$ cat src/hdl/tte_pkg.sv
// Shared types, constants and the color palette for the text terminal escape engine.
// Depends on nothing; used by text_terminal_escape_engine_unit.
`timescale 1ns / 1ps
`default_nettype none

package tte_pkg;

	localparam int unsigned MAX_COLS = 128;
	localparam int unsigned MAX_ROWS = 64;

	localparam int unsigned COLS_W = 8;
	localparam int unsigned ROWS_W = 7;
	localparam int unsigned ROW_W  = 6;
	localparam int unsigned COL_W  = 7;
	localparam int unsigned ORG_W  = 12;
	localparam int unsigned PIX_W  = 13;
	localparam int unsigned RGB_W  = 24;
	localparam int unsigned CFG_IDX_W = 2;

	localparam logic [CFG_IDX_W-1:0] REG_COLUMNS  = 2'd0;
	localparam logic [CFG_IDX_W-1:0] REG_ROWS     = 2'd1;
	localparam logic [CFG_IDX_W-1:0] REG_ORIGIN_X = 2'd2;
	localparam logic [CFG_IDX_W-1:0] REG_ORIGIN_Y = 2'd3;

	localparam logic [COLS_W-1:0] COLS_RESET = 8'd80;
	localparam logic [ROWS_W-1:0] ROWS_RESET = 7'd25;

	localparam logic [7:0] CH_ESC    = 8'h1B;
	localparam logic [7:0] CH_BS     = 8'h08;
	localparam logic [7:0] CH_TAB    = 8'h09;
	localparam logic [7:0] CH_LF     = 8'h0A;
	localparam logic [7:0] CH_CR     = 8'h0D;
	localparam logic [7:0] CH_SPACE  = 8'h20;
	localparam logic [7:0] CH_M      = 8'h6D;
	localparam logic [7:0] CH_LBRACK = 8'h5B;
	localparam logic [7:0] CH_SEMI   = 8'h3B;
	localparam logic [7:0] CH_ZERO   = 8'h30;
	localparam logic [7:0] CH_NINE   = 8'h39;

	localparam logic [RGB_W-1:0] WHITE = 24'hFFFFFF;
	localparam logic [RGB_W-1:0] BLACK = 24'h000000;

	localparam logic [7:0] SGR_RESET   = 8'd0;
	localparam logic [7:0] SGR_FG_LOW  = 8'd30;
	localparam logic [7:0] SGR_FG_HIGH = 8'd37;
	localparam logic [7:0] SGR_BG_LOW  = 8'd40;
	localparam logic [7:0] SGR_BG_HIGH = 8'd47;
	localparam logic [7:0] PARAM_MAX   = 8'd255;

	typedef enum logic [1:0] {
		OP_DRAW   = 2'd0,
		OP_ERASE  = 2'd1,
		OP_SCROLL = 2'd2
	} op_t;

	typedef struct packed {
		op_t              op;
		logic [ROW_W-1:0] store_row;
		logic [COL_W-1:0] store_col;
		logic [PIX_W-1:0] pixel_x;
		logic [PIX_W-1:0] pixel_y;
		logic [7:0]       char_code;
		logic [RGB_W-1:0] fg_colour;
		logic [RGB_W-1:0] bg_colour;
		logic [ROW_W-1:0] top_row;
		logic             last;
	} result_t;

	function automatic logic [RGB_W-1:0] palette(input logic [2:0] idx);
		logic [RGB_W-1:0] c;
		case (idx)
			3'd0: c = 24'h000000;
			3'd1: c = 24'hFF0000;
			3'd2: c = 24'h00FF00;
			3'd3: c = 24'hF08000;
			3'd4: c = 24'h0000FF;
			3'd5: c = 24'hFF00FF;
			3'd6: c = 24'h008080;
			default: c = 24'h808080;
		endcase
		return c;
	endfunction

endpackage

`default_nettype wire

$ cat src/hdl/text_terminal_escape_engine_unit.sv
// Top level of the text terminal escape engine: byte input register, command decode and output pair.
// Depends on tte_pkg for types, constants and the palette.
`timescale 1ns / 1ps
`default_nettype none

// Channel  | Direction | Handshake           | Payload
// byte     | in        | byte_valid/stall    | byte_in
// result   | out       | result_valid/stall  | op .. last
// cfg      | in        | cfg_valid/ready     | cfg_index, cfg_data
//
// A byte is held in the input register and decoded there; its results are registered in the
// output pair. One byte per cycle is sustained while each byte gives at most one result and the
// output is not stalled; a byte with two results holds the pair until both are taken. After reset
// all state but the input byte and output slots holds its initial value. A write to rows reduces
// the ring top by repeated subtraction while bytes wait. Output stall backs up into byte_stall.
module text_terminal_escape_engine_unit (
	input  wire logic                              clk,
	input  wire logic                              arst_n,
	input  wire logic                              byte_valid,
	output logic                                   byte_stall,
	input  wire logic [7:0]                        byte_in,
	output logic                                   result_valid,
	input  wire logic                              result_stall,
	output logic [1:0]                             op,
	output logic [tte_pkg::ROW_W-1:0]              store_row,
	output logic [tte_pkg::COL_W-1:0]              store_col,
	output logic [tte_pkg::PIX_W-1:0]              pixel_x,
	output logic [tte_pkg::PIX_W-1:0]              pixel_y,
	output logic [7:0]                             char_code,
	output logic [tte_pkg::RGB_W-1:0]              fg_colour,
	output logic [tte_pkg::RGB_W-1:0]              bg_colour,
	output logic [tte_pkg::ROW_W-1:0]              top_row,
	output logic                                   last,
	input  wire logic                              cfg_valid,
	output logic                                   cfg_ready,
	input  wire logic [tte_pkg::CFG_IDX_W-1:0]     cfg_index,
	input  wire logic [tte_pkg::ORG_W-1:0]         cfg_data
);

	logic [tte_pkg::COLS_W-1:0] columns_q;
	logic [tte_pkg::ROWS_W-1:0] rows_q;
	logic [tte_pkg::ORG_W-1:0]  origin_x_q;
	logic [tte_pkg::ORG_W-1:0]  origin_y_q;

	logic [tte_pkg::ROW_W-1:0]  cursor_row_q;
	logic [tte_pkg::COL_W-1:0]  cursor_col_q;
	logic                       in_escape_q;
	logic [7:0]                 param_value_q;
	logic                       param_open_q;
	logic                       param_stopped_q;
	logic [tte_pkg::RGB_W-1:0]  fore_q;
	logic [tte_pkg::RGB_W-1:0]  back_q;
	logic [tte_pkg::ROW_W-1:0]  ring_top_q;

	logic                       valid_s1;
	logic [7:0]                 byte_s1;

	tte_pkg::result_t           slot0_q;
	tte_pkg::result_t           slot1_q;
	logic [1:0]                 count_q;

	logic [tte_pkg::COLS_W-1:0] cols_c;
	logic [tte_pkg::ROWS_W-1:0] rows_c;
	logic [tte_pkg::COLS_W-1:0] col_c;
	logic [tte_pkg::ROWS_W-1:0] row_c;
	logic                       fix_need;
	logic                       pop;
	logic                       out_free;
	logic                       advance;

	logic [tte_pkg::COLS_W-1:0] col_n;
	logic [tte_pkg::ROWS_W-1:0] row_n;
	logic [tte_pkg::ROW_W-1:0]  top_n;
	logic                       esc_n;
	logic [7:0]                 pv_n;
	logic                       popen_n;
	logic                       pstop_n;
	logic [tte_pkg::RGB_W-1:0]  fore_n;
	logic [tte_pkg::RGB_W-1:0]  back_n;
	tte_pkg::result_t           r0;
	tte_pkg::result_t           r1;
	tte_pkg::result_t           scroll_r;
	logic [1:0]                 n_res;

	logic [tte_pkg::ROWS_W-1:0] srow_sum;
	logic [tte_pkg::ROW_W-1:0]  srow;
	logic [tte_pkg::COLS_W-1:0] col_use;
	logic [tte_pkg::COLS_W-1:0] tab_col;
	logic [11:0]                pv_mul;
	logic [7:0]                 sgr_code;
	logic                       sgr_apply;
	logic [7:0]                 sgr_diff;
	logic [tte_pkg::ROW_W-1:0]  top_inc;

	assign cfg_ready = 1'b1;

	always_comb begin
		if (columns_q == '0) begin
			cols_c = tte_pkg::COLS_W'(1);
		end else if (columns_q > tte_pkg::COLS_W'(tte_pkg::MAX_COLS)) begin
			cols_c = tte_pkg::COLS_W'(tte_pkg::MAX_COLS);
		end else begin
			cols_c = columns_q;
		end
		if (rows_q == '0) begin
			rows_c = tte_pkg::ROWS_W'(1);
		end else if (rows_q > tte_pkg::ROWS_W'(tte_pkg::MAX_ROWS)) begin
			rows_c = tte_pkg::ROWS_W'(tte_pkg::MAX_ROWS);
		end else begin
			rows_c = rows_q;
		end
	end

	assign col_c = ({1'b0, cursor_col_q} >= cols_c) ? cols_c - 1'b1 : {1'b0, cursor_col_q};
	assign row_c = ({1'b0, cursor_row_q} >= rows_c) ? rows_c - 1'b1 : {1'b0, cursor_row_q};
	assign fix_need = {1'b0, ring_top_q} >= rows_c;

	assign result_valid = (count_q != 2'd0);
	assign pop = result_valid && !result_stall;
	assign out_free = (count_q == 2'd0) || (count_q == 2'd1 && pop);
	assign advance = valid_s1 && out_free && !fix_need;
	assign byte_stall = valid_s1 && !advance;

	always_comb begin
		col_n = col_c;
		row_n = row_c;
		top_n = ring_top_q;
		esc_n = in_escape_q;
		pv_n = param_value_q;
		popen_n = param_open_q;
		pstop_n = param_stopped_q;
		fore_n = fore_q;
		back_n = back_q;
		r0 = '0;
		r1 = '0;
		scroll_r = '0;
		n_res = 2'd0;
		col_use = col_c;
		tab_col = '0;
		pv_mul = '0;
		sgr_code = param_value_q;
		sgr_apply = 1'b0;
		sgr_diff = '0;
		top_inc = '0;

		srow_sum = {1'b0, ring_top_q} + row_c;
		srow = (srow_sum >= rows_c) ? tte_pkg::ROW_W'(srow_sum - rows_c)
			: tte_pkg::ROW_W'(srow_sum);

		if (in_escape_q) begin
			if (byte_s1 == tte_pkg::CH_M) begin
				sgr_apply = param_open_q;
				esc_n = 1'b0;
				popen_n = 1'b0;
			end else if (byte_s1 == tte_pkg::CH_LBRACK || byte_s1 == tte_pkg::CH_SEMI) begin
				sgr_apply = param_open_q;
				popen_n = 1'b1;
				pstop_n = 1'b0;
				pv_n = '0;
			end else if (byte_s1 >= tte_pkg::CH_ZERO && byte_s1 <= tte_pkg::CH_NINE) begin
				pv_mul = ({4'b0, param_value_q} << 3) + ({4'b0, param_value_q} << 1)
					+ {8'b0, byte_s1[3:0]};
				if (param_open_q && !param_stopped_q) begin
					pv_n = (pv_mul > 12'(tte_pkg::PARAM_MAX)) ? tte_pkg::PARAM_MAX
						: pv_mul[7:0];
				end
			end else begin
				pstop_n = 1'b1;
			end
			if (sgr_apply) begin
				if (sgr_code == tte_pkg::SGR_RESET) begin
					fore_n = tte_pkg::WHITE;
					back_n = tte_pkg::BLACK;
				end else if (sgr_code >= tte_pkg::SGR_FG_LOW
					&& sgr_code <= tte_pkg::SGR_FG_HIGH) begin
					sgr_diff = sgr_code - tte_pkg::SGR_FG_LOW;
					fore_n = tte_pkg::palette(sgr_diff[2:0]);
				end else if (sgr_code >= tte_pkg::SGR_BG_LOW
					&& sgr_code <= tte_pkg::SGR_BG_HIGH) begin
					sgr_diff = sgr_code - tte_pkg::SGR_BG_LOW;
					back_n = tte_pkg::palette(sgr_diff[2:0]);
				end
			end
		end else begin
			unique case (byte_s1)
				tte_pkg::CH_ESC: begin
					esc_n = 1'b1;
					popen_n = 1'b0;
					pstop_n = 1'b0;
					pv_n = '0;
				end
				tte_pkg::CH_BS: begin
					col_use = (col_c != '0) ? col_c - 1'b1 : col_c;
					col_n = col_use;
					r0.op = tte_pkg::OP_ERASE;
					r0.char_code = tte_pkg::CH_SPACE;
					n_res = 2'd1;
				end
				tte_pkg::CH_TAB: begin
					tab_col = (col_c + tte_pkg::COLS_W'(8)) & ~tte_pkg::COLS_W'(7);
					if (tab_col >= cols_c) begin
						col_n = '0;
						row_n = row_c + 1'b1;
					end else begin
						col_n = tab_col;
					end
				end
				tte_pkg::CH_LF: begin
					col_n = '0;
					row_n = row_c + 1'b1;
				end
				tte_pkg::CH_CR: begin
					col_n = '0;
				end
				default: begin
					r0.op = tte_pkg::OP_DRAW;
					r0.char_code = byte_s1;
					n_res = 2'd1;
					if (col_c + 1'b1 >= cols_c) begin
						col_n = '0;
						row_n = row_c + 1'b1;
					end else begin
						col_n = col_c + 1'b1;
					end
				end
			endcase
			r0.store_row = srow;
			r0.store_col = col_use[tte_pkg::COL_W-1:0];
			r0.pixel_x = {1'b0, origin_x_q}
				+ {3'b0, col_use[tte_pkg::COL_W-1:0], 3'b0};
			r0.pixel_y = {1'b0, origin_y_q}
				+ {3'b0, row_c[tte_pkg::ROW_W-1:0], 4'b0};
			r0.fg_colour = fore_q;
			r0.bg_colour = back_q;
			r0.top_row = ring_top_q;

			if (row_n >= rows_c) begin
				top_inc = ring_top_q + 1'b1;
				top_n = ({1'b0, top_inc} == rows_c) ? '0 : top_inc;
				row_n = rows_c - 1'b1;
				scroll_r.op = tte_pkg::OP_SCROLL;
				scroll_r.store_row = ring_top_q;
				scroll_r.store_col = '0;
				scroll_r.pixel_x = {1'b0, origin_x_q};
				scroll_r.pixel_y = {1'b0, origin_y_q};
				scroll_r.char_code = tte_pkg::CH_SPACE;
				scroll_r.fg_colour = fore_q;
				scroll_r.bg_colour = back_q;
				scroll_r.top_row = top_n;
				if (n_res == 2'd0) begin
					r0 = scroll_r;
					n_res = 2'd1;
				end else begin
					r1 = scroll_r;
					n_res = 2'd2;
				end
			end
			if (n_res == 2'd1) begin
				r0.last = 1'b1;
			end else if (n_res == 2'd2) begin
				r1.last = 1'b1;
			end
		end
	end

	always_ff @(posedge clk or negedge arst_n) begin
		if (!arst_n) begin
			columns_q <= tte_pkg::COLS_RESET;
			rows_q <= tte_pkg::ROWS_RESET;
			origin_x_q <= '0;
			origin_y_q <= '0;
			cursor_row_q <= '0;
			cursor_col_q <= '0;
			in_escape_q <= 1'b0;
			param_value_q <= '0;
			param_open_q <= 1'b0;
			param_stopped_q <= 1'b0;
			fore_q <= tte_pkg::WHITE;
			back_q <= tte_pkg::BLACK;
			ring_top_q <= '0;
			valid_s1 <= 1'b0;
			count_q <= 2'd0;
		end else begin
			if (cfg_valid && cfg_ready) begin
				unique case (cfg_index)
					tte_pkg::REG_COLUMNS:  columns_q <= cfg_data[tte_pkg::COLS_W-1:0];
					tte_pkg::REG_ROWS:     rows_q <= cfg_data[tte_pkg::ROWS_W-1:0];
					tte_pkg::REG_ORIGIN_X: origin_x_q <= cfg_data;
					default:               origin_y_q <= cfg_data;
				endcase
			end

			if (fix_need) begin
				ring_top_q <= ring_top_q - tte_pkg::ROW_W'(rows_c);
			end else if (advance) begin
				ring_top_q <= top_n;
			end

			if (advance) begin
				cursor_col_q <= col_n[tte_pkg::COL_W-1:0];
				cursor_row_q <= row_n[tte_pkg::ROW_W-1:0];
				in_escape_q <= esc_n;
				param_value_q <= pv_n;
				param_open_q <= popen_n;
				param_stopped_q <= pstop_n;
				fore_q <= fore_n;
				back_q <= back_n;
			end

			if (byte_valid && !byte_stall) begin
				valid_s1 <= 1'b1;
			end else if (advance) begin
				valid_s1 <= 1'b0;
			end

			if (advance) begin
				count_q <= n_res;
			end else if (pop) begin
				count_q <= count_q - 1'b1;
			end
		end
	end

	always_ff @(posedge clk) begin
		if (byte_valid && !byte_stall) begin
			byte_s1 <= byte_in;
		end
		if (advance) begin
			slot0_q <= r0;
			slot1_q <= r1;
		end else if (pop) begin
			slot0_q <= slot1_q;
		end
	end

	assign op        = slot0_q.op;
	assign store_row = slot0_q.store_row;
	assign store_col = slot0_q.store_col;
	assign pixel_x   = slot0_q.pixel_x;
	assign pixel_y   = slot0_q.pixel_y;
	assign char_code = slot0_q.char_code;
	assign fg_colour = slot0_q.fg_colour;
	assign bg_colour = slot0_q.bg_colour;
	assign top_row   = slot0_q.top_row;
	assign last      = slot0_q.last;

endmodule

`default_nettype wire

$ cat config.mk
export PLATFORM = sky130hd
export DESIGN_NAME = text_terminal_escape_engine_unit
export DESIGN_NICKNAME = d
export VERILOG_FILES = /design/src/hdl/tte_pkg.sv /design/src/hdl/text_terminal_escape_engine_unit.sv
export SDC_FILE = /design/constraint.sdc
export NUM_CORES = 1
export LEC_CHECK = 0
export BUFFER_PORTS_ARGS = -buffer_cell sky130_fd_sc_hd__buf_2
export CELL_PAD_IN_SITES_DETAIL_PLACEMENT = 2
export CELL_PAD_IN_SITES_GLOBAL_PLACEMENT = 2
export CORE_MARGIN = 4
export CORE_UTILIZATION = 36
export CTS_CLUSTER_SIZE = 10
export DETAILED_ROUTE_END_ITERATION = 16
export GPL_TIMING_DRIVEN = 0
export PLACE_DENSITY_LB_ADDON = 0.1
export SLEW_MARGIN = 20
export SYNTH_ARGS = -nofsm -noshare
export SYNTH_HDL_FRONTEND = slang
export SYNTH_SLANG_ARGS = --single-unit
$ cat constraint.sdc
create_clock -name clk -period 6.87 [get_ports clk]
set_clock_uncertainty 0.1 [all_clocks]
set_input_delay 0.687 -clock clk [delete_from_list [all_inputs] [get_ports clk]]
set_output_delay 0.687 -clock clk [all_outputs]
set_load 0.005 [all_outputs]
---- Word level (Yosys, flattened, before mapping) ----
Cells that the tools add are included.
operators by class
  reductions and logical operators ........ 50
  bitwise gates (word level) .............. 2
  mux-type cells .......................... 75
  $add $sub $neg .......................... 17
  $lt $le $gt $ge ......................... 16
  eq/ne operators ......................... 33
operators with widths
  kind                                                             count
  two-way mux 104 bit                                              6
  one-hot mux 24 bit (7 select lines)                              2
  two-way mux 24 bit                                               5
  two-way mux 7 bit                                                12
  two-way mux 8 bit                                                10
  two-way mux 6 bit                                                8
  == test 8 x 4 -> 1 bit (second input constant)                   4
  one-hot mux 7 bit (4 select lines)                               1
  adder 12 x 10 -> 13 bit                                          2
  less-or-equal comparator 8 x 6 -> 1 bit (second input constant)  3
  two-way mux 1 bit                                                22
  one-hot mux 7 bit (3 select lines)                               1
  == test 3 bit (second input constant)                            6
  == test 8 x 7 -> 1 bit (second input constant)                   2
  >= comparator 8 x 6 -> 1 bit (second input constant)             2
  >= comparator 8 bit                                              2
  logical NOT 8 bit                                                2
  one-hot mux 8 bit (2 select lines)                               1
  nonzero test 2 bit                                               8
  >= comparator 6 x 7 -> 1 bit                                     2
  >= comparator 7 bit                                              2
  two-way mux 2 bit                                                7
  subtractor 7 x 1 -> 7 bit (second input constant)                2
  adder 11 x 9 -> 12 bit                                           1
  other kinds (42)                                                 80
storage, ports and cells
  output and inout bits ................... 107
  bits of input ports ..................... 27
  logic and storage cells ................. 231
  register bits after elaboration ......... 336

---- Depth between registers and ports, before layout ----
Gate-level depths: netlist of run 1.
  depth in word-level cells ............... 17
  gate-level depth with buffers ........... 33
  gate-level depth less buffers ........... 31

---- Worst setup path before layout of run 1 ----
No wires, ideal clock.
  kind .................................... register to register
  start point ............................. register columns_q[3] (netlist bit)
  end point ............................... register slot0_q (netlist bit pixel_x[6]) (data pin)
  cell stages (with the launch flop) ...... 28
  slack ................................... -8 ps
  data arrival time ....................... 6511 ps
  clock period less this slack ............ 6878 ps
  path through ............................ dfrtp_1 nor4_1 a22o_1 ha_1 nand2b_1 a31oi_1 o21ai_4 nand2_1 a21boi_0 ha_1 and2_1 nand2b_1 xor2_1 ha_1 a2111o_1 nor2_1 o21ai_0 and3_1 mux2_2 and3_1 a31o_2 ha_1 a211o_1 o311ai_0 clkbuf_1 buf_2 mux2i_1 o21ai_0
between the ends
  cells in the longest elaborated chain, start to end .. 14
  elaborated cells on any way between the ends .. 26
ends and longest elaborated chain
  item                                                                              line                                                                                                                       text
  start, declared                                                                   text_terminal_escape_engine_unit.sv:40                                                                                     logic [tte_pkg::COLS_W-1:0] columns_q;
  start signal, assigned                                                            text_terminal_escape_engine_unit.sv:268                                                                                    columns_q <= tte_pkg::COLS_RESET;
  start signal, assigned                                                            text_terminal_escape_engine_unit.sv:286                                                                                    tte_pkg::REG_COLUMNS: columns_q <= cfg_data[tte_pkg::COLS_W-1:0];
  greater-than comparator 8 bit                                                     text_terminal_escape_engine_unit.sv:100                                                                                    end else if (columns_q > tte_pkg::COLS_W'(tte_pkg::MAX_COLS)) begin
  two-way mux 8 bit                                                                 text_terminal_escape_engine_unit.sv:100
  two-way mux 8 bit (*)                                                             text_terminal_escape_engine_unit.sv:98                                                                                     if (columns_q == '0) begin
  subtractor 8 x 1 -> 8 bit / >= comparator 7 x 8 -> 1 bit (equally long branches)  text_terminal_escape_engine_unit.sv:114                                                                                    assign col_c = ({1'b0, cursor_col_q} >= cols_c) ? cols_c - 1'b1 : {1'b0, cursor_col_q};
  two-way mux 8 bit                                                                 text_terminal_escape_engine_unit.sv:114
  adder 8 x 1 -> 8 bit (tied with other cells)                                      --
  >= comparator 8 bit (tied with other cells)                                       text_terminal_escape_engine_unit.sv:219                                                                                    if (col_c + 1'b1 >= cols_c) begin
  two-way mux 7 bit (on tied branches)                                              text_terminal_escape_engine_unit.sv:219, text_terminal_escape_engine_unit.sv:185, text_terminal_escape_engine_unit.sv:201
  one-hot mux 7 bit (3 select lines) / two-way mux 7 bit (equally long branches)    text_terminal_escape_engine_unit.sv:185, text_terminal_escape_engine_unit.sv:150
  two-way mux 7 bit / adder 12 x 10 -> 13 bit (equally long branches)               text_terminal_escape_engine_unit.sv:150, text_terminal_escape_engine_unit.sv:230
  >= comparator 7 bit / two-way mux 104 bit (equally long branches)                 text_terminal_escape_engine_unit.sv:237, text_terminal_escape_engine_unit.sv:250
  two-way mux 104 bit (*)                                                           text_terminal_escape_engine_unit.sv:237                                                                                    if (row_n >= rows_c) begin
  two-way mux 104 bit (*)                                                           text_terminal_escape_engine_unit.sv:150                                                                                    if (in_escape_q) begin
  two-way mux 104 bit (*)                                                           text_terminal_escape_engine_unit.sv:328                                                                                    if (advance) begin
  end signal, assigned                                                              text_terminal_escape_engine_unit.sv:329                                                                                    slot0_q <= r0;
  end signal, assigned                                                              text_terminal_escape_engine_unit.sv:332                                                                                    slot0_q <= slot1_q;
  end, declared                                                                     text_terminal_escape_engine_unit.sv:58                                                                                     tte_pkg::result_t slot0_q;
Every way passes the cells marked *; elsewhere a longest branch is shown, timed or not. The select of a mux whose other input is x is not followed.
A chain may end at the register's enable or synchronous reset.

---- Final worst setup path of run 1 ----
  start point ............................. register columns_q[6] (netlist bit)
  end point ............................... register slot1_q[64] (netlist bit) (data pin)
between the ends
  cells in the longest elaborated chain, start to end .. 13
  elaborated cells on any way between the ends .. 18
ends and longest elaborated chain
  item                                                                              line                                                                              text
  greater-than comparator 8 bit                                                     text_terminal_escape_engine_unit.sv:100
  two-way mux 8 bit                                                                 text_terminal_escape_engine_unit.sv:100
  two-way mux 8 bit (*)                                                             text_terminal_escape_engine_unit.sv:98
  subtractor 8 x 1 -> 8 bit / >= comparator 7 x 8 -> 1 bit (equally long branches)  text_terminal_escape_engine_unit.sv:114
  two-way mux 8 bit                                                                 text_terminal_escape_engine_unit.sv:114
  adder 8 x 1 -> 8 bit / adder 8 x 4 -> 8 bit (equally long branches)               --
  >= comparator 8 bit (on tied branches)                                            text_terminal_escape_engine_unit.sv:219, text_terminal_escape_engine_unit.sv:201
  two-way mux 7 bit (on tied branches)                                              text_terminal_escape_engine_unit.sv:219, text_terminal_escape_engine_unit.sv:201
  one-hot mux 7 bit (3 select lines) (*)                                            text_terminal_escape_engine_unit.sv:185                                           unique case (byte_s1)
  two-way mux 7 bit (*)                                                             text_terminal_escape_engine_unit.sv:150
  >= comparator 7 bit (*)                                                           text_terminal_escape_engine_unit.sv:237
  inverter 1 bit (no source line) (*)                                               --
  OR reduction 3 bit (no source line) (*)                                           --
  end signal, assigned                                                              text_terminal_escape_engine_unit.sv:330                                           slot1_q <= r1;
  end, declared                                                                     text_terminal_escape_engine_unit.sv:59                                            tte_pkg::result_t slot1_q;
Marks and branches as above.

==> results of run 1 <==
-- worst reg2reg max path: cells and delay by family (launching register included) --
kind | cells | cell delay [ns]
compound gates | 8 | 1.66
xor+xnor | 2 | 0.42
fa+ha+maj | 3 | 0.76
buf+inv | 4 | 0.85
flops | 1 | 0.63
mux | 2 | 0.61
simple gates | 9 | 1.41
-- layer usage --
| layer | wire length, um | vias to the layer above | part of all wire [%] | GRT usage (%) |
|---|---|---|---|---|
| met5 | 0 | - | 0 | 0 |
| met4 | 1150 | 0 | 2.4 | 5.76 |
| met3 | 1630 | 66 | 3.4 | 3.13 |
| met2 | 24300 | 199 | 50 | 40.2 |
| met1 | 21600 | 5713 | 44 | 30.7 |
| li1 | - | 5039 | - | - |
-- synth_stat cells, types with 13 or more instances --
| library cell | number |
|---|---|
| a21o_1 | 23 |
| a21oi_1 | 61 |
| and2_1 | 41 |
| and3_1 | 17 |
| buf_4 | 35 |
| clkbuf_1 | 40 |
| dfrtp_1 | 74 |
| edfxtp_1 | 130 |
| ha_1 | 94 |
| inv_1 | 54 |
| mux2_2 | 52 |
| mux2i_1 | 43 |
| nand2_1 | 128 |
| nand2b_1 | 13 |
| nand3_1 | 18 |
| nor2_1 | 71 |
| nor2b_1 | 18 |
| nor3_1 | 16 |
| nor4_1 | 18 |
| o21ai_0 | 93 |
| o31ai_1 | 15 |
| xnor2_1 | 35 |
| xor2_1 | 21 |
-- flip-flops by register name (all words and copies together), names as in the netlist, 8 cells and up --
register	count
slot1_q	52
pixel_y	13
pixel_x	13
columns_q	8
byte_s1	8
origin_x_q	12
char_code	8
param_value_q	8
origin_y_q	12
-- cell type report --
class	instances	area share [%]
Multi-Input combinational cell	929	43.0
Sequential cell	216	36.6
Timing Repair Buffer	170	6.59
Clock buffer	46	5.00
Tap cell	468	3.53
Buffer	83	3.29
Inverter	56	1.28
Clock inverter	6	0.619
-- through the flow --
step                      setup slack [ns]  TNS (ns)  util (%)  hold WS [ns]
after floorplan                     0.0753         0         -         0.291
after global placement               -3.24   -368.20      40.1         0.382
after detailed placement             -1.91   -158.55      40.6         0.395
after CTS                          0.00252         0      44.2         0.178
after global routing               -0.0197   -0.0197      45.1         0.179
final                                0.310         0      45.1         0.199
-- timing repair --
| item | CTS | global route |
|---|---|---|
| hold endpoints to repair | 23 | 0 |
| hold buffers | 1 | 0 |
| setup buffers | 16 | 13 |
| pin swaps | 4 | 16 |
| setup endpoints to repair | 108 | 107 |
| gates resized for setup | 71 | 45 |
-- worst max path at each step --
stage / startpoint / endpoint / slack, ns / cells past startpoint
floorplan: columns_q[3] / pixel_x[6] / 0.08 / 27
global placement: rows_q[3] / store_col[4] / -3.24 / 14
detailed placement: columns_q[3] / store_row[0] / -1.91 / 27
CTS: columns_q[7] / slot1_q[64] / 0.003 / 31
global route: columns_q[6] / pixel_y[11] / -0.02 / 29
finish: columns_q[6] / slot1_q[64] / 0.31 / 28
-- placed cells by master, fill, tap and decap left out, types with 18 or more instances in the layout --
cell type,count
inv_1,52
nand2_1,124
ha_1,92
nor2b_1,18
buf_2,134
and2_1,40
mux2_2,51
dfrtp_1,71
nor2_1,69
nand3_1,18
clkbuf_16,29
clkbuf_1,41
xor2_1,21
buf_4,62
mux2i_1,38
a21oi_1,57
a21o_1,23
edfxtp_1,130
o21ai_0,85
xnor2_1,34
-- cell families (layout without fill, tap and decap cells) --
kind of cell / after synthesis / count (layout) / synth area share [%]
and+or+nand+nor: 385 / 385 / 14.6
AOI/OAI and AO/OA: 287 / 287 / 14.0
DFF: 216 / 216 / 45.0
buffers and inverters: 141 / 361 / 5.06
adders and majority gates: 101 / 101 / 9.76
muxes: 99 / 99 / 7.95
xor gates and xnor gates: 56 / 56 / 3.64
other: 1 / 1 / 0.0278
==> summary.txt, run 1 <==
Setup path
  – Worst Reg-to-Reg Cells: 28
  – WP data arrival: 6.90 ns
  – Slowest stage delay, CP: 0.63 ns
  – Worst R2R End: slot1_q[64]
  – Critical setup path kind: reg2reg
  – Crit-path leading delay family: compound AO/OA/AOI/OAI gates
  – R2R setup slack: 0.31 ns
  – CP max-delay cell: dfstp_2
  – Worst path required time: 7.21 ns
  – CP Launch Type: flip-flop
  – Worst Path Buf+Inv: 4
  – Worst path most repeated cell: ha_1
  – R2r startpoint: columns_q[6]
  – CP max FO: 10
  – Crit. End Element: flip-flop

Layout
  – Final #Nets: 1612
  – Antenna diodes: 0
  – Synth-to-Final Area Change: 22.9%
  – Register Area: 6070 um2
  – Fin cells: 1974
  – Fillers: 3828
  – Final instance area: 16600 um2
  – Layout cells sized above 1: 26.8%
  – Multi-input logic area: 7140 um2

Drt
  – DRC: 0
  – Violation count after the first detailed-route iteration: 572
  – Drt first pass iters: 5
  – Post-route antenna net violation count: 0
  – Wirelength, routed: 48.7 mm
  – Ratio of routed vias to standard cells: 5.58
  – WL per Instance: 24.7 um
  – Vias: 11000

Yosys
  – Synth Cell Area: 13500 um2
  – Yosys warnings: 0
  – Synthesized Nets: 1414
  – Cell taking the most area after synthesis: edfxtp_1
  – Synth top area share: 28.9%
  – Post-synthesis cell type count: 86
  – Synthesized instance count: 1286
  – Synth area leaders: edfxtp_1 29%, dfrtp_1 14%, ha_1 8.7%
  – Post-synth EDFFs: 130
  – Asr flop ratio synth: 39.8%
  – Seq/Total Area, Yosys: 45.0%
  – Seq cells post-synth: 216
  – Main synth FF type: edfxtp_1
  – Mean Syn Cell Area: 10.5 um2

Place
  – Placed cell areas: 14900 um2
  – Input/output buffers: 132
  – Placer congestion estimate: 0.853
  – Post-DP HPWL: 34.9 mm
  – Placed cells: 1894

Status
  – Status: finished clean

Global route
  – Initial antenna violation count: 1
  – GRT overflow: 0
  – GRT Total Usage: 23.1%
  – First-pass GRT wire length: 73.9 mm
  – Pin count of the biggest net entering global routing: 57
  – Number of global-route vias before repair: 12000

Floorplanning
  – Die X: 202 um
  – Die Height: 202 um
  – Row count: 70
  – # IOs: 134
  – Starting Density: 36.7%
  – Core Box Area: 36800 um2
  – Die area: 40600 um2

STA
  – Final Critical Period: 6.56 ns
  – Fin crit share: 95.5%
  – Fmax: 0.152 GHz
  – Slew Viols, Final: 0
  – Hold Vio Cnt, Final: 0
  – Relative slew slack: 26.7%
  – Setup violators final: 0
  – Actual slew at the worst max-slew pin: 1.10 ns

Clock tree
  – CTS sink count: 216
  – CTS tree: yes
  – Clk Latency, worst-skew pair: 0.58 ns
  – Clk slew on worst S/H paths: 0.06 ns
  – CTS Buf Count: 28
  – H-Tree Depth: 1
  – CTS max path bufs: 3
  – Root Driver: clkbuf_16

Hold path
  – Hold Crit Start: byte_in[0]
  – HP Class: in2reg
  – WHS Endpoint: byte_s1[0]
  – WHS Path Cells: 1

Run
  – Max cap viols: 0
Power of run 1 is not shown: default switching activity piles up to over one toggle a cycle in this logic, so the estimate is an artifact.
==> inputs of run 2 (changes only) <==
--- a/config.mk
+++ b/config.mk
@@ -8,6 +8,7 @@
 export BUFFER_PORTS_ARGS = -buffer_cell sky130_fd_sc_hd__buf_2
 export CELL_PAD_IN_SITES_DETAIL_PLACEMENT = 2
 export CELL_PAD_IN_SITES_GLOBAL_PLACEMENT = 2
+export CORE_ASPECT_RATIO = 0.75
 export CORE_MARGIN = 4
 export CORE_UTILIZATION = 36
 export CTS_CLUSTER_SIZE = 10
==> summary.txt, run 2 (same netlist as run 1, synthesis figures left out) <==
Status
  – Status: finished clean

Global route
  – GRT overflow: 0
  – GR Util met2: 37.9%
  – GRT Total Usage: 23.7%
  – GR Util met3: 3.06%
  – Pin count of the biggest net entering global routing: 47
  – Gr busiest metal: met2
  – Met1 layer usage reported by global route: 35.3%
  – First-pass GRT wire length: 74.2 mm
  – Initial antenna violation count: 2
  – Number of global-route vias before repair: 11900

Layout
  – Final #Nets: 1622
  – Register Area: 6070 um2
  – Fillers: 3895
  – Commonest non-fill, non-tap cell in the layout: buf_2
  – Most frequent cells in the layout: 132 x buf_2, 130 x edfxtp_1, 125 x nand2_1
  – Antenna diodes: 0
  – Final Core Density: 44.7%
  – Synth-to-Final Area Change: 22.8%
  – Max reg flops: 52
  – Multi-input logic area: 7130 um2
  – Most flops, register: slot1_q
  – Fin cells: 2018
  – Layout cells sized above 1: 26.9%

STA
  – Hold Vio Cnt, Final: 0
  – Relative slew slack: 30.4%
  – RSZ-0062 raised after global routing: true
  – Final Critical Period: 6.65 ns
  – Slew Viols, Final: 0
  – Actual slew at the worst max-slew pin: 1.04 ns
  – Setup violators final: 0
  – Fmax: 0.150 GHz
  – Fin crit share: 96.8%

Drt
  – WL per Instance: 24.4 um
  – Post-route antenna net violation count: 0
  – Wirelength, routed: 49.2 mm
  – Drt first pass iters: 5
  – Ratio of routed vias to standard cells: 5.50
  – DRC: 0
  – Vias: 11100
  – Violation count after the first detailed-route iteration: 673

Place
  – Input/output buffers: 132
  – Placer congestion estimate: 0.836
  – Post-DP HPWL: 35.3 mm
  – Placed cells: 1928

Floorplanning
  – Die area: 40700 um2
  – Die X: 232 um
  – Row count: 61
  – Core Box Area: 37000 um2
  – Die Height: 176 um
  – # IOs: 134
  – Starting Density: 36.4%

Clock tree
  – CTS sink count: 216
  – Clk Latency, worst-skew pair: 0.56 ns
  – CTS max path bufs: 3
  – Clk slew on worst S/H paths: 0.06 ns
  – Root Driver: clkbuf_16
  – CTS Buf Count: 26
  – H-Tree Depth: 1
  – CTS tree: yes

Setup path
  – CP max FO: 6
  – Slowest stage delay, CP: 0.62 ns
  – Crit-path leading delay family: compound AO/OA/AOI/OAI gates
  – Critical setup path kind: reg2reg
  – WP data arrival: 6.97 ns
  – Worst Path Buf+Inv: 4
  – Crit. End Element: flip-flop
  – CP Launch Type: flip-flop
  – CP max-delay cell: dfstp_2
  – Worst path required time: 7.19 ns
  – Worst path most repeated cell: ha_1

Run
  – Max cap viols: 0

Hold path
  – HP Class: in2reg
run 2: cell count changes in the layout (fill, tap and decap cells not counted), sizes merged:
cell    previous run  this run
clkbuf            80        83
buf              218       225
clkinv             4         3
bufinv             2         1
run 2: repair_timing:
action	4_1_cts	5_1_grt
endpoints found under the setup margin	108	108
hold buffers	1	0
pin swaps	8	19
gates resized for setup	74	36
setup buffers	20	22
hold endpoints to repair	38	0
run 2: layout make-up:
class                           count  share of cell area (%)
Multi-Input combinational cell    929                    43.1
Sequential cell                   216                    36.7
Timing Repair Buffer              181                    7.15
Clock buffer                       44                    4.34
Tap cell                          504                    3.81
Buffer                             84                    3.32
Inverter                           56                    1.28
Clock inverter                      4                   0.340
run 2: through the flow:
step | setup slack, ns | area, um2 | hold slack (ns) | TNS (ns)
2_1_floorplan | 0.0753 | 13500 | 0.291 | 0
3_3_place_gp | -3.12 | 14800 | 0.395 | -396.28
3_5_place_dp | -2.09 | 15000 | 0.398 | -185.40
4_1_cts | 0.0151 | 16200 | 0.179 | 0
5_1_grt | -0.0915 | 16600 | 0.186 | -1.44
6_report | 0.218 | 16600 | 0.203 | 0
run 2: per-layer routing:
layer | routed length (um) | vias to the layer above
li1 | - | 5056
met1 | 23700 | 5780
met5 | 0 | -
met4 | 653 | 0
met2 | 22700 | 222
met3 | 2130 | 38
run 2: path summary, 6_finish.rpt:
check / start / endpoint / slack (ns) / cells past startpoint
min: byte_in[2] / byte_s1[2] / 0.20 / 1
min reg2reg: fore_q[23] / fore_q[23] / 0.41 / 2
min in group asynchronous: arst_n / origin_x_q[1] / 0.53 / 2
max reg2reg: columns_q[6] / last / 0.22 / 26
max: columns_q[6] / last / 0.22 / 26
max in group asynchronous: arst_n / fore_q[15] / 5.44 / 3
run 2: worst reg2reg max path: stages (launching register included):
cell and delay [ns]:
dfstp_2 0.62, buf_12 0.13, nand2_2 0.08, ha_1 0.30, and4b_2 0.29, nand2_4 0.09
o21ai_4 0.29, buf_12 0.17, buf_4 0.12, mux2i_2 0.44, nor4_4 0.08, nor2b_1 0.16
ha_1 0.21, a2111o_1 0.40, nor2_2 0.15, o21ai_2 0.09, and3_4 0.17, mux2_4 0.31
and3_4 0.19, a31o_2 0.25, ha_1 0.22, a211o_4 0.31, o31ai_4 0.43, inv_4 0.12
ha_1 0.30, or3_1 0.38, nand2_1 0.09
Power of run 2 is left out for the same reason.
